$ cat config.mk
export PLATFORM = sky130hd
export DESIGN_NAME = pit_parent
export DESIGN_NICKNAME = d
export VERILOG_FILES = /design/src/sv/pit_pkg.sv /design/src/sv/pit_parent.sv
export SDC_FILE = /design/constraint.sdc
export NUM_CORES = 1
export LEC_CHECK = 0
export BUFFER_PORTS_ARGS = -buffer_cell sky130_fd_sc_hd__clkbuf_2
export CAP_MARGIN = 20
export CORE_UTILIZATION = 35
export DETAILED_ROUTE_END_ITERATION = 6
export GPL_TIMING_DRIVEN = 0
export PLACE_DENSITY = 0.87
export SLEW_MARGIN = 20
export SYNTH_ARGS = -nofsm -noshare
export SYNTH_HDL_FRONTEND = slang
export SYNTH_SLANG_ARGS = --single-unit
$ cat constraint.sdc
create_clock -name vclk -period 1.05
set_clock_uncertainty 0.1 [all_clocks]
set_input_delay 0.1575 -clock vclk [all_inputs]
set_output_delay 0.1575 -clock vclk [all_outputs]
set_load 0.005 [all_outputs]
$ cat src/sv/pit_pkg.sv
// Shared types and constants for the pedigree IBD tracker.
`default_nettype none

package pit_pkg;

    // Field widths fixed by the item layout
    localparam int ID_W        = 13;
    localparam int IN_ALLELE_W = 13;
    localparam int IDX_OUT_W   = 12;
    localparam int HALVES_W    = 2;

    // Defaults for the top-level parameters
    localparam int MAX_INDIVIDUALS_DEF = 4096;
    localparam int ALLELE_BITS_DEF     = 13;

    // Inbreeding in halves: one half and one whole
    localparam logic [HALVES_W-1:0] FA_HALF = 2'd1;
    localparam logic [HALVES_W-1:0] FA_ONE  = 2'd2;

    typedef struct packed {
        logic                   first_of_pedigree;
        logic [ID_W-1:0]        mother_id;
        logic [ID_W-1:0]        father_id;
        logic [IN_ALLELE_W-1:0] maternal_allele;
        logic [IN_ALLELE_W-1:0] paternal_allele;
    } t_in_item;

    typedef struct packed {
        logic [IDX_OUT_W-1:0] individual_index;
        logic                 ibd_maternal;
        logic                 ibd_paternal;
        logic [HALVES_W-1:0]  inbreeding_halves;
        logic                 order_error;
    } t_out_item;

endpackage

`default_nettype wire

$ cat src/sv/pit_parent.sv
// Resolves one parent's stored entry into an IBD flag and an inbreeding gain.
`default_nettype none

module pit_parent #(
    parameter int ALLELE_BITS = pit_pkg::ALLELE_BITS_DEF
) (
    input  wire logic                     i_known,
    input  wire logic [2*ALLELE_BITS+3:0] i_entry,
    input  wire logic [ALLELE_BITS-1:0]   i_own,
    output logic                          o_ibd,
    output logic                          o_gain
);

    logic [ALLELE_BITS-1:0]       mat;
    logic [ALLELE_BITS-1:0]       pat;
    logic                         ibd_m;
    logic                         ibd_p;
    logic [pit_pkg::HALVES_W-1:0] fa;
    logic                         hom;
    logic                         via;

    // Entry layout: maternal allele, paternal allele, two IBD flags, halves
    assign mat   = i_entry[2*ALLELE_BITS+3:ALLELE_BITS+4];
    assign pat   = i_entry[ALLELE_BITS+3:4];
    assign ibd_m = i_entry[3];
    assign ibd_p = i_entry[2];
    assign fa    = i_entry[1:0];

    assign hom = (mat == pat);
    assign via = (ibd_m && (i_own == mat)) || (ibd_p && (i_own == pat));

    assign o_ibd  = i_known && (hom || via);
    assign o_gain = i_known && (hom || (fa == pit_pkg::FA_ONE)
                                    || ((fa == pit_pkg::FA_HALF) && via));

endmodule

`default_nettype wire

# ---- After elaboration in Yosys (flattened, before gate mapping)
# Index checks and enable logic that the tools add are counted.
dict set report totals {
  inputBits 44
  word_cells 14
  output_inout_bits 2
  regBits 0
}
dict set report op_classes {
  n_eq_ne 5
  n_reduce_logical 9
}
# operator count
set op_table {}
lappend op_table {{13-bit equality test} 3}
lappend op_table {{1-bit logical AND} 5}
lappend op_table {{1-bit logical OR} 4}
lappend op_table {{2-bit by 1-bit equality test with 1-bit output (second input constant)} 1}
lappend op_table {{2-bit equality test (second input constant)} 1}

# ---- Logic depth before layout (Yosys ltp)
# Gate-level depths: netlist of run 1.
dict set report depth {
  depth_word 6
  depth_mapped 5
  ltp_nobuf 5
}

# ---- Worst setup path before layout of run 1
# No wires, ideal clock.
dict set report synth_timing {
  kind {input to output}
  startpoint {input port i_entry[21]}
  endpoint {output port o_gain}
  setup_slack_ns -0.143
  required_time_ns 0.792
  path_buffers 0
  arrival_ns 0.936
  stages 5
  cell_sequence {xnor2_1 nand4_1 nor4_1 a41oi_1 o211ai_1}
}
dict set report synth_between {
  elab_chain_cells 6
  elab_cells_between_ends 8
  classes_between {eq/ne: 2; reduce/logical: 6}
}
# item line
set synth_rtl {}
lappend synth_rtl {{from (decl)} pit_parent.sv:8} ;# input wire logic [2*ALLELE_BITS+3:0] i_entry,
lappend synth_rtl {{13-bit equality test} pit_parent.sv:30} ;# assign via = (ibd_m && (i_own == mat)) || (ibd_p && (i_own == pat));
lappend synth_rtl {{1-bit logical AND} pit_parent.sv:30}
lappend synth_rtl {{1-bit logical OR} pit_parent.sv:30}
lappend synth_rtl {{1-bit logical AND} pit_parent.sv:34} ;# || ((fa == pit_pkg::FA_HALF) && via));
lappend synth_rtl {{1-bit logical OR *} pit_parent.sv:34}
lappend synth_rtl {{1-bit logical AND *} pit_parent.sv:33} ;# assign o_gain = i_known && (hom || (fa == pit_pkg::FA_ONE)
lappend synth_rtl {{to (decl)} pit_parent.sv:11} ;# output logic o_gain
# Every way passes the cells marked *; elsewhere a longest branch is shown, timed or not.

# ---- Worst setup path after layout of run 1
dict set report layout_timing {
  startpoint {input port i_own[4]}
  endpoint {output port o_gain}
}
dict set report layout_between {
  elab_chain_cells 6
  elab_cells_between_ends 8
  classes_between {eq/ne: 2; reduce/logical: 6}
}
# item line
set layout_rtl {}
lappend layout_rtl {{from (decl)} pit_parent.sv:9} ;# input wire logic [ALLELE_BITS-1:0] i_own,
lappend layout_rtl {{13-bit equality test} pit_parent.sv:30}
lappend layout_rtl {{1-bit logical AND} pit_parent.sv:30}
lappend layout_rtl {{1-bit logical OR *} pit_parent.sv:30}
lappend layout_rtl {{1-bit logical AND *} pit_parent.sv:34}
lappend layout_rtl {{1-bit logical OR *} pit_parent.sv:34}
lappend layout_rtl {{1-bit logical AND *} pit_parent.sv:33}
# Marked as above.

==> results of run 1 <==
[layout by cell type, fill, tap and decap left out, drive strengths merged, types with 2 or more instances in the layout]
| cell type | n |
|---|---|
| clkbuf | 37 |
| xnor2 | 30 |
| buf | 9 |
| xor2 | 9 |
| nand4 | 8 |
| nor2 | 3 |
| nor4 | 2 |
| nand3b | 2 |
[power by group through the flow]
stage          logic, W  clock network, W  registers [W]
2_1_floorplan  0.000149                 0              0
3_3_place_gp   0.000291                 0              0
3_5_place_dp   0.000297                 0              0
4_1_cts        0.000306                 0              0
5_1_grt        0.000371                 0              0
6_report       0.000347                 0              0
[layer usage]
layer | global-route usage | wire length (µm)
met4 | 0 | 8
met5 | 0 | 0
met3 | 0 | 102
met2 | 0.408 | 828
met1 | 0.186 | 540
[cell type report]
type	count	area [µm²]	area share
Multi-Input combinational cell	60	541	0.633
Tap cell	14	17.5	0.0205
Timing Repair Buffer	46	295	0.346
[timing repair]
action,4_1_cts,5_1_grt
endpoints found under the setup margin,2,2
pin swaps,1,8
hold buffers,0,0
gates resized for setup,2,31
[worst min-delay path by stage]
stage | from | end | slack, ps | depth (start not counted)
2_1_floorplan | i_known | o_ibd | 330 | 1
3_3_place_gp | i_known | o_ibd | 550 | 3
3_5_place_dp | i_known | o_ibd | 570 | 3
4_1_cts | i_known | o_ibd | 570 | 3
5_1_grt | i_known | o_ibd | 600 | 3
6_report | i_entry[1] | o_gain | 560 | 4
[synthesized netlist by cell type, drive strengths merged]
library cell  instances  share of area
xnor2                30           0.56
xor2                  9           0.17
nand4                 8           0.11
nor2                  3          0.024
nand3b                2          0.032
nor4                  2          0.027
a21boi                1          0.016
a41oi                 1          0.019
nand2                 1         0.0080
nand3                 1          0.011
nor3                  1          0.011
o211ai                1          0.016
[through the flow]
stage | hold WS (ps) | setup slack [ps]
3_5_place_dp | 566 | -441
6_report | 555 | -427
2_1_floorplan | 331 | -108
5_1_grt | 596 | -572
4_1_cts | 567 | -439
3_3_place_gp | 547 | -467
[logic make-up (layout without fill, tap and decap cells)]
family	after synthesis	after routing	synth area share
XOR/XNOR	39	39	0.730
AO/OA/AOI/OAI	3	3	0.0508
buffers and inverters	0	46	0
AND/OR/NAND/NOR	18	18	0.219
==> run_results.csv, run 1 <==
group,metric,value,unit
setup_path,crit_path_max_fanout,2,
setup_path,critPathCaptureType,"output pin",
sta,rsz0062_at_grt,"true",
cells_and_area,seq_area,0,µm²
synthesis,yosys_warnings,0,
run,maxCapViolations,0,
cells_and_area,utilization,0.729,
sta,finalCritPeriodShare,1.41,
cells_and_area,drive_above_1_share,0.528,
pwr,leakagePower,0.369,nW
detailed_routing,drt_wl_total,1.48,mm
place,portBuffers,46,
sta,timing.fmax,677,MHz
grt,grt_pass1_vias,560,
setup_path,arrival,1220,ps
pwr,p_per_area,406,nW/µm²
synthesis,synth_area,468,µm²
pwr,total_power,0.000347,W
place,place_inst,120,
cells_and_area,stdcell_area,853,µm²
setup_path,path_class,"input port to output pin",
synthesis,avgSynthCellArea,7.80,µm²
detailed_routing,first_pass_iters,4,
setup_path,critPathMaxStageDelay,320,ps
setup_path,cp-startpoint,"i_own[4]",
floorplan,core_area,1170,µm²
outcome,violations,"negative setup slack",
setup_path,cpMaxStageDelayCell,"nor4_2",
detailed_routing,drtIter0Drc,1,
setup_path,cp-endpoint,"o_gain",
floorplan,io_pins,46,
place,place_hpwl,1.19,mm
setup_path,cp-start-kind,"input port",
min_path,hold_class,"input port to output pin",
place,place_congestion,0.713,
cells_and_area,layout.cells.non_filler,120,
place,placed_cell_area,738,µm²
setup_path,critPathTopFamily,"simple AND/OR/NAND/NOR gates",
sta,fin_tns_setup,-840,ps
pwr,sequentialPowerShare,0,
cells_and_area,flops_and_latches,0,
detailed_routing,drc_errors,0,
sta,finalSetupViolations,2,
pwr,combPwrFrac,1.000,
floorplan,initial_core_util,0.400,
detailed_routing,wl_per_cell,12.3,µm
grt,overflow,0,
setup_path,path_cells,"buf_8, xor2_2, nor4_2, a41oi_2, o211ai_1, buf_2",
cells_and_area,nNetsFinal,152,
cells_and_area,fillers,99,
clock_tree,post-cts-setup-buffers,0,
setup_path,path_depth,6,
cells_and_area,diodes,0,
sta,worst_slew_pin_slew,271,ps
sta,setup_ws,-427,ps
floorplan,die_w,38.6,µm
setup_path,cp_num_buf_inv,2,
pwr,peakVddDrop,0.206,mV
synthesis,syn-num-nets,104,
sta,period_needed,1480,ps
grt,grt_max_degree,5,
detailed_routing,antenna_left,0,
grt,grtUsageTotal,0.181,
detailed_routing,num_vias,619,
grt,antenna_found_initial,0,
floorplan,die_h,38.6,µm
synthesis,synth_cell_types,12,
grt,grt_pass1_wl,1.98,mm
cells_and_area,area_growth,82.4,%
sta,relSlewSlack,0.818,
floorplan,std_cell_rows,12,
sta,hold_viol_final,0,
pwr,power.internal,0.000199,W
pwr,p_clk_frac,0,
floorplan,die_area,1490,µm²
detailed_routing,viasPerCell,5.16,
cells_and_area,clockBufferCount,0,
synthesis,yosysSeqAreaShare,0,
outcome,outcome,"finished, violations left",
synthesis,synth_cells,60,
pwr,switching_share,0.425,
pwr,switchingPower,0.000147,W
setup_path,required,790,ps
sta,final_max_slew_viol_count,0,
No activity file was read; power rests on OpenSTA's default activity.
==> inputs of run 2 (changes only) <==
- BUFFER_PORTS_ARGS: -buffer_cell sky130_fd_sc_hd__clkbuf_2 -> -buffer_cell sky130_fd_sc_hd__buf_2
- RECOVER_POWER: unset -> 25
==> run_results.csv, run 2 (synthesis results as in run 1) <==
group,metric,value,unit
outcome,outcome,"finished, violations left",
outcome,violations,"negative setup slack",
detailed_routing,viasPerCell,5.06,
sta,finalSetupViolations,2,
grt,top_usage_layer,"met2",
min_path,hold_class,"input port to output pin",
grt,overflow,0,
floorplan,die_w,38.6,µm
floorplan,die_h,38.6,µm
place,place_hpwl,1.23,mm
setup_path,path_depth,7,
pwr,peakVddDrop,0.194,mV
grt,grt_max_degree,5,
detailed_routing,num_vias,607,
grt,grtUsageMet2,0.413,
floorplan,core_area,1170,µm²
sta,setup_ws,-459,ps
setup_path,cp-endpoint,"o_gain",
detailed_routing,antenna_left,0,
setup_path,critPathTopFamily,"simple AND/OR/NAND/NOR gates",
detailed_routing,first_pass_iters,4,
cells_and_area,stdcell_area,810,µm²
floorplan,std_cell_rows,12,
setup_path,crit_path_max_fanout,2,
place,placed_cell_area,738,µm²
cells_and_area,drive_above_1_share,0.500,
cells_and_area,utilization,0.691,
place,portBuffers,46,
cells_and_area,fillers,103,
grt,grtUsageTotal,0.191,
sta,final_max_slew_viol_count,0,
setup_path,cp_common_cell,"buf_2",
setup_path,critPathMaxStageDelay,310,ps
sta,period_needed,1510,ps
setup_path,path_cells,"buf_2, xnor2_2, nand4_1, nor4_2, a41oi_2, o211ai_1, buf_2",
setup_path,cp-start-kind,"input port",
cells_and_area,flops_and_latches,0,
pwr,total_power,0.000331,W
setup_path,critPathCaptureType,"output pin",
sta,timing.fmax,663,MHz
sta,hold_viol_final,0,
detailed_routing,drt_wl_total,1.50,mm
setup_path,cp_num_buf_inv,2,
cells_and_area,seq_area,0,µm²
setup_path,required,790,ps
setup_path,arrival,1250,ps
cells_and_area,nNetsFinal,152,
floorplan,die_area,1490,µm²
run,maxCapViolations,0,
grt,grt_pass1_vias,578,
place,place_congestion,0.712,
sta,rsz0062_at_grt,"true",
setup_path,cpMaxStageDelayCell,"nor4_2",
detailed_routing,wl_per_cell,12.5,µm
floorplan,initial_core_util,0.400,
place,dp_slack,-465,ps
detailed_routing,drtIter0Drc,11,
grt,grt_use_met3,0.00581,
clock_tree,postCtsHoldBufs,0,
setup_path,path_class,"input port to output pin",
clock_tree,post-cts-setup-buffers,0,
pwr,leakagePower,0.341,nW
sta,fin_tns_setup,-905,ps
sta,worst_slew_pin_slew,270,ps
sta,finalCritPeriodShare,1.44,
cells_and_area,final_cell_mix,"buf_2 (39), xnor2_1 (26), xor2_1 (9), nand4_1 (8), buf_6 (7)",
grt,use_met1,0.199,
sta,relSlewSlack,0.819,
cells_and_area,final_common_cell,"buf_2",
floorplan,io_pins,46,
cells_and_area,area_growth,73.0,%
pwr,p_per_area,409,nW/µm²
cells_and_area,diodes,0,
detailed_routing,drc_errors,0,
grt,grt_pass1_wl,2.11,mm
grt,antenna_found_initial,0,
cells_and_area,clockBufferCount,0,
setup_path,cp-startpoint,"i_entry[29]",
==> run 2: worst min path at each step <==
stage                     slack, ps       start     end  cells after the start
after floorplan                 330     i_known   o_ibd                      1
after global placement          550  i_entry[1]  o_gain                      4
after detailed placement        560  i_entry[1]  o_gain                      4
after CTS                       560  i_entry[1]  o_gain                      4
after global routing            600     i_known   o_ibd                      3
final                           560  i_entry[1]  o_gain                      4
==> run 2: repair_timing <==
action | in CTS | in global routing
resized for setup | 4 | 10
pin swaps | 6 | 9
endpoints found under the setup margin | 2 | 2
==> run 2: report_power, final <==
group / internal [W] / switching, W / total (W)
sequential: 0 / 0 / 0
clock: 0 / 0 / 0
combinational: 0.000187 / 0.000144 / 0.000331
total: 0.000187 / 0.000144 / 0.000331
==> run 2: worst min-delay path, delay by kind of cell <==
kind	cells	cell delay (ps)
buf+inv	2	190
compound gates	1	70
simple gates	1	70
==> run 2: layer usage <==
layer,share of wire,routed length (µm)
met1,0.40,591
met4,0,0
met5,0,0
met3,0.054,81
met2,0.55,822
==> run 2: per-stage QoR <==
step                      instances  hold slack [ps]
after floorplan                  60              331
after global placement          120              554
after detailed placement        120              562
after CTS                       120              563
after global routing            120              603
final                           120              556
==> run 2: layout make-up <==
class / instances / area, µm² / area share
repair buffers: 46 / 274 / 0.338
well taps: 14 / 17.5 / 0.0216
multi-input cells: 60 / 518 / 0.640
==> inputs of run 3 (changes only) <==
- CORE_MARGIN: unset -> 2
- GPL_TIMING_DRIVEN: 0 -> 1
==> run_results.csv, run 3 (synthesis results as in run 1) <==
group,metric,value,unit
min_path,holdPathStages,3,
cells_and_area,flops_and_latches,0,
detailed_routing,viasPerCell,5.12,
sta,relSlewSlack,0.841,
setup_path,required,790,ps
pwr,switchingPower,0.000175,W
setup_path,critPathMaxStageDelay,290,ps
floorplan,initial_core_util,0.369,
pwr,p_per_area,427,nW/µm²
sta,finalCritPeriodShare,1.42,
detailed_routing,wl_per_cell,14.6,µm
detailed_routing,drtIter0Drc,9,
sta,whs,569,ps
pwr,combPwrFrac,1.000,
pwr,peakVddDrop,0.271,mV
run,maxCapViolations,0,
grt,overflow,0,
floorplan,die_area,1650,µm²
sta,finalSetupViolations,2,
grt,grtUsageTotal,0.197,
setup_path,cp_common_cell,"buf_2",
min_path,hp-start,"i_known",
cells_and_area,utilization,0.776,
min_path,min_to,"o_ibd",
sta,setup_ws,-437,ps
sta,hold_viol_final,0,
cells_and_area,drive_above_1_share,0.612,
place,portBuffers,46,
pwr,sequentialPowerShare,0,
cells_and_area,clockBufferCount,0,
place,place_congestion,0.761,
pwr,switching_share,0.415,
cells_and_area,final_cell_mix,"buf_2 (36), xnor2_1 (18), buf_6 (12), xnor2_2 (11), xor2_1 (9)",
place,place_hpwl,1.25,mm
setup_path,cpMaxStageDelayCell,"nor4_1",
setup_path,path_cells,"buf_2, xnor2_2, nand4_1, nor4_1, a41oi_1, o211ai_1, buf_2",
sta,final_max_slew_viol_count,0,
cells_and_area,nNetsFinal,162,
place,placed_cell_area,815,µm²
floorplan,core_area,1270,µm²
sta,rsz0062_at_grt,"true",
grt,grt_pass1_vias,579,
floorplan,die_w,40.6,µm
floorplan,std_cell_rows,13,
cells_and_area,area_growth,110,%
cells_and_area,diodes,0,
outcome,outcome,"finished, violations left",
floorplan,io_pins,46,
grt,antenna_found_initial,0,
cells_and_area,stdcell_area,985,µm²
setup_path,critPathCaptureType,"output pin",
setup_path,arrival,1230,ps
setup_path,path_class,"input port to output pin",
setup_path,cp-startpoint,"i_entry[18]",
outcome,violations,"negative setup slack",
sta,timing.fmax,672,MHz
floorplan,die_h,40.6,µm
grt,grt_pass1_wl,2.20,mm
detailed_routing,antenna_left,0,
detailed_routing,drc_errors,0,
cells_and_area,seq_area,0,µm²
pwr,power.internal,0.000246,W
grt,grt_max_degree,5,
sta,worst_slew_pin_slew,237,ps
cells_and_area,final_common_cell,"buf_2",
min_path,hold_class,"input port to output pin",
detailed_routing,num_vias,671,
setup_path,cp-start-kind,"input port",
sta,period_needed,1490,ps
cells_and_area,fillers,79,
detailed_routing,first_pass_iters,4,
pwr,leakagePower,0.448,nW
detailed_routing,drt_wl_total,1.91,mm
setup_path,crit_path_max_fanout,2,
pwr,p_clk_frac,0,
-- run 3: cell count changes in the layout (fill, tap and decap cells not counted), sizes merged --
cell  delta
buf     +10
-- run 3: critical path, delay by kind of cell --
family                    cells  cell delay [ps]
AOI/OAI and AO/OA             2              270
xor gates and xnor gates      1              140
buffers and inverters         2              260
and+or+nand+nor               2              400
-- run 3: power by group through the flow --
stage / clock network, W / logic, W / registers (W)
6_report: 0 / 0.000421 / 0
5_1_grt: 0 / 0.000447 / 0
4_1_cts: 0 / 0.000334 / 0
3_5_place_dp: 0 / 0.000326 / 0
3_3_place_gp: 0 / 0.000319 / 0
2_1_floorplan: 0 / 0.000149 / 0
-- run 3: metrics by stage --
stage / TNS [ps] / total power [W] / std cells / setup slack [ps]
6_report: -827 / 0.000421 / 131 / -437
5_1_grt: -963 / 0.000447 / 131 / -490
4_1_cts: -857 / 0.000334 / 131 / -449
3_5_place_dp: -872 / 0.000326 / 131 / -450
3_3_place_gp: -867 / 0.000319 / 131 / -447
2_1_floorplan: -199 / 0.000149 / 60 / -108
-- run 3: layer usage --
layer	vias up	wire length (µm)	global-route usage
met3	8	144	0.0222
met1	298	606	0.215
li1	326	-	-
met5	-	0	0
met4	0	85	0.0500
met2	39	1070	0.389
-- run 3: worst max-delay path by stage --
stage | to | slack [ps] | depth (start not counted)
after floorplan | o_gain | -110 | 5
after global placement | o_gain | -450 | 6
after detailed placement | o_gain | -450 | 6
after CTS | o_gain | -450 | 6
after global routing | o_gain | -490 | 7
final | o_gain | -440 | 7
-- run 3: layout make-up --
cell class | instances | area [µm²] | area share
Tap cell | 15 | 18.8 | 0.0191
Timing Repair Buffer | 56 | 383 | 0.389
Multi-Input combinational cell | 60 | 583 | 0.592
-- run 3: repair_timing --
action,CTS,global route
hold endpoints to repair,0,0
pin swaps,5,16
gates resized for setup,4,29
buffers inserted,0,0
hold buffers,0,0
setup endpoints to repair,2,2
